==> config.mk <==
export PLATFORM = sky130hd
export DESIGN_NAME = uchk_decode
export DESIGN_NICKNAME = d
export VERILOG_FILES = /design/src/uchk_pkg.sv /design/src/uchk_decode.sv
export SDC_FILE = /design/constraint.sdc
export NUM_CORES = 1
export LEC_CHECK = 0
export CELL_PAD_IN_SITES_DETAIL_PLACEMENT = 1
export CELL_PAD_IN_SITES_GLOBAL_PLACEMENT = 2
export CORE_AREA = 2 2 39 41
export DETAILED_ROUTE_END_ITERATION = 10
export DIE_AREA = 0 0 41 43
export DONT_BUFFER_PORTS = 1
export PLACE_DENSITY_LB_ADDON = 0.05
export SLEW_MARGIN = 20
export SYNTH_ARGS = -nofsm -noshare
export SYNTH_HDL_FRONTEND = slang
export SYNTH_SLANG_ARGS = --single-unit
==> constraint.sdc <==
create_clock -name vclk -period 1.9
set_clock_uncertainty 0.05 [all_clocks]
set_input_delay 0.38 -clock vclk [all_inputs]
set_output_delay 0.38 -clock vclk [all_outputs]
set_load 0.01 [all_outputs]
==> src/uchk_pkg.sv <==
// ----------------------------------------------------------------------------
// uchk_pkg
// Shared types, constants and byte classification functions for the UTF-8
// text plausibility checker.
// ----------------------------------------------------------------------------
package uchk_pkg;

   localparam int ByteW   = 8;
   localparam int ContW   = 3;
   localparam int BomW    = 2;
   localparam int RspDataW = 8;

   localparam logic [ByteW-1:0] BomLead   = 8'hef;
   localparam logic [ByteW-1:0] BomSecond = 8'hbb;
   localparam logic [ByteW-1:0] BomThird  = 8'hbf;

   localparam logic [BomW-1:0] BomNone      = 2'd0;
   localparam logic [BomW-1:0] BomWantThird = 2'd1;
   localparam logic [BomW-1:0] BomWantSecond = 2'd2;

   localparam logic [ContW-1:0] ContMax = 3'd5;

   typedef struct packed {
      logic [ContW-1:0] cont_left;
      logic [BomW-1:0]  bom_left;
      logic             seen_invalid;
   } state_type;

   localparam state_type StateReset = '{cont_left: '0, bom_left: BomNone, seen_invalid: 1'b0};

   function automatic logic [ContW-1:0] lead_length(input logic [ByteW-1:0] b);
      logic [ContW-1:0] n;
      n = '0;
      priority if ((b & 8'he0) == 8'hc0) n = 3'd1;
      else if ((b & 8'hf0) == 8'he0) n = 3'd2;
      else if ((b & 8'hf8) == 8'hf0) n = 3'd3;
      else if ((b & 8'hfc) == 8'hf8) n = 3'd4;
      else if ((b & 8'hfe) == 8'hfc) n = 3'd5;
      else n = 3'd0;
      return n;
   endfunction

   function automatic logic plain_ok(input logic [ByteW-1:0] b);
      return ((b >= 8'd9) && (b <= 8'd13)) || ((b >= 8'd32) && (b <= 8'd127));
   endfunction

   function automatic logic is_cont(input logic [ByteW-1:0] b);
      return (b & 8'hc0) == 8'h80;
   endfunction

endpackage

==> src/uchk_decode.sv <==
// ----------------------------------------------------------------------------
// uchk_decode
// Per-byte decoder: next checker state and verdict from current state and
// one text byte.
// ----------------------------------------------------------------------------
module uchk_decode
   import uchk_pkg::*;
(
   input  state_type        state_cur,
   input  logic [ByteW-1:0] text_byte,
   input  logic             last_byte,
   output state_type        state_nxt,
   output logic             text_ok
);

   state_type        upd;
   logic             bad;
   logic [ContW-1:0] lead_n;

   assign lead_n = lead_length(text_byte);

   always_comb begin
      upd = state_cur;
      bad = 1'b0;
      priority if (state_cur.bom_left != BomNone) begin
         if (text_byte == ((state_cur.bom_left == BomWantSecond) ? BomSecond : BomThird)) begin
            upd.bom_left = state_cur.bom_left - 2'd1;
         end else begin
            bad          = 1'b1;
            upd.bom_left = BomNone;
         end
      end else if (state_cur.cont_left != '0) begin
         if (is_cont(text_byte)) begin
            upd.cont_left = state_cur.cont_left - 3'd1;
         end else begin
            bad           = 1'b1;
            upd.cont_left = '0;
         end
      end else if (!text_byte[ByteW-1]) begin
         bad = !plain_ok(text_byte);
      end else if (text_byte == BomLead) begin
         upd.bom_left = BomWantSecond;
      end else if (lead_n == '0) begin
         bad = 1'b1;
      end else begin
         upd.cont_left = lead_n;
      end
      upd.seen_invalid = state_cur.seen_invalid | bad;
   end

   assign text_ok   = !upd.seen_invalid;
   assign state_nxt = last_byte ? StateReset : upd;

endmodule

==> impl_results.md <==
* Maxcap violations at 0
* Area share of and/or/nand/nor cells after synthesis at between 30% and 40%
* CP Launch Type: primary input
* Flip-flop and latch area at 0 um2
* CP Capture Type: primary output
* Routed vias/inst at between 5 and 6
* Ratio of total power to cell area at ~150 nW/um2
* Post-CTS Setup Bufs at 0
* Rel. slew slack at 71.1%
* Mapped Cells at 62
* Avg WL per Cell at around 16 um
* Syn nets at 81
* Pre-CTS worst setup slack at -0.0514 ns
* Crit Path Class: primary input to primary output
* Post-DP Area at 502 um2
* Port bufs at 0
* Largest family of logic cells by synthesized area: simple AND/OR/NAND/NOR gates
* Initial core utilization at about 30%
* Grt ovf at 0
* Initial DRC count at 1
* Achievable Freq at roughly 540 MHz
* Crit path max fanout at 2
* Vias at between 500 and 600
* Post-synthesis instance area at 415 um2
* PnR worst setup slack at 0.0636 ns
* Hold Crit Start: last_byte
* Commonest non-fill, non-tap cells in the layout: inv_1 (8), buf_4 (8), o21ai_0 (4), nand3_1 (4)
* Routed Antenna Nets at 0
* Die Y at between 40 and 50 um
* Minimum clock period at ~1.8 ns
* Worst VDD drop at ~0.000046 V
* Pre-antenna DRT Iters at 2
* Core region area at between 1000 and 1500 um2
* Die ar. at ~1800 um2
* Required @ worst endpoint at roughly 1.5 ns
* Synth top area cells: ha_1 (12%), inv_1 (7.2%), a31oi_1 (6.0%)
* Final Max Tran Viols at 0
* Synth Area in Adders at between 10% and 20%
* GPL Wtd Cong at around 0.7
* Share of the synthesized area in the top cell type at 12.0%
* Area delta synth->final at 25.9%
* Path category of the worst min-delay check: primary input to primary output
* Seq_cells at 0
* Final instance area at 523 um2
* Nets at 90
* Share of layout cells above drive strength 1 at between 20 and 30%
* FILL cells at 171
* Largest net degree at the start of global routing at 9
* # rows at 14
* Post-DP HPWL at between 1 and 1.5 mm
* Yosys cell types at 30
* First-pass GRT wire length at ~2.1 mm
* GRT Util Overall at around 17%
* # clk buffers at 0
* Worst Tran Pin Value at ~0.43 ns
* Lkg Pwr at ~0.23 nW
* WHS Endpoint: state_nxt[4]
* # IOs at 22
* Final setup fails at 0
* WP data arrival at about 1.4 ns
* Antenna diodes at 0
* Post-Synth XOR/XNOR Area at under 10%
* Register area share after synthesis at 0%
* Mux cell area share after synthesis at around 2.7%
* Compound-Gate Fraction of Synth Area at approximately 34%
* Synthesized area per cell at roughly 6.7 um2
* DR DRC count at 0
* Routed Wire Length at 1.33 mm
* Syn. warnings at 0
* Number of global-route vias before repair at slightly above 500
* Outcome: finished clean
* Initial antenna violation count at 0
* Cell taking the most area after synthesis: ha_1
* Die span in x at 41 um
* Fin crit share at roughly 97%
* Final Hold Fails at 0
* Hold path depth at 1
synthesized netlist by cell type (all sizes together):
| master | n |
|---|---|
| o21a | 2 |
| xor2 | 1 |
| a21oi | 1 |
| nor2b | 2 |
| nand4b | 1 |
| a31oi | 4 |
| ha | 4 |
| and4b | 1 |
| and4 | 2 |
| o21ai | 5 |
| nor2 | 3 |
| nand3 | 5 |
| nor4 | 2 |
| o221ai | 1 |
| nand2 | 3 |
| nand2b | 3 |
| a311o | 2 |
| mux2 | 1 |
| a221o | 1 |
| inv | 8 |
| and3b | 1 |
| o2111ai | 1 |
| a32o | 1 |
| o41ai | 1 |
| nand4 | 1 |
| clkbuf | 2 |
| and3 | 3 |
per-layer routing:
layer	share of wire, %	GRT usage (%)	wire, um	up-vias
met1	45	24.1	601	236
met3	7.0	3.14	93	0
met2	48	26.9	630	16
met4	0	0	0	0
met5	0	0	0	-
li1	-	-	-	256
worst max-delay path by stage:
| stage | startpoint | endpoint | slack, ns |
|---|---|---|---|
| 6_report | state_cur[4] | state_nxt[1] | 0.06 |
| 5_1_grt | state_cur[1] | state_nxt[3] | -0.005 |
| 4_1_cts | state_cur[4] | state_nxt[0] | 0.01 |
| 3_5_place_dp | state_cur[4] | state_nxt[0] | -0.05 |
| 3_3_place_gp | state_cur[4] | state_nxt[0] | -0.01 |
| 2_1_floorplan | state_cur[3] | state_nxt[4] | 0.04 |
critical path, cell delays in order:
cell and delay, ns:
inv_1 0.06, ha_2 0.20, and4b_1 0.24, nand4_1 0.14, and3_1 0.17, o21a_1 0.21
stage by stage:
stage / hold slack [ns] / power, mW / std cells / utilization [%] / setup TNS [ns]
after CTS: 0.746 / 0.0774 / 85 / 36.4 / 0
after global placement: 0.746 / 0.0753 / 85 / 36.3 / -0.0110
after detailed placement: 0.746 / 0.0765 / 85 / 36.3 / -0.0848
final: 0.745 / 0.0798 / 85 / 37.8 / 0
after global routing: 0.747 / 0.0896 / 85 / 37.8 / -0.00796
after floorplan: 0.739 / 0.0526 / 62 / - / 0
area by class of cell:
type               instances  area [um2]  share of cell area [%]
well taps                 16        20.0                    3.83
multi-input cells         52         402                    76.8
inverters                  8        30.0                    5.74
repair buffers             9        71.3                    13.6
where the power goes:
part,switching (mW),internal (mW)
Clock,0,0
Sequential,0,0
Combinational,0.0388,0.0410
Total,0.0388,0.0410
cells by family after synthesis:
family | after synthesis
adders and majority gates | 4
and+or+nand+nor | 27
buffers and inverters | 10
AOI/OAI and AO/OA | 19
xor gates and xnor gates | 1
muxes | 1
what timing repair did:
action | 4_1_cts | 5_1_grt
hold buffers | 0 | 0
hold endpoints to repair | 0 | 0
pin swaps | 0 | 5
setup endpoints to repair | 2 | 4
resized for setup | 1 | 5
(Power assumes the default switching activity.)
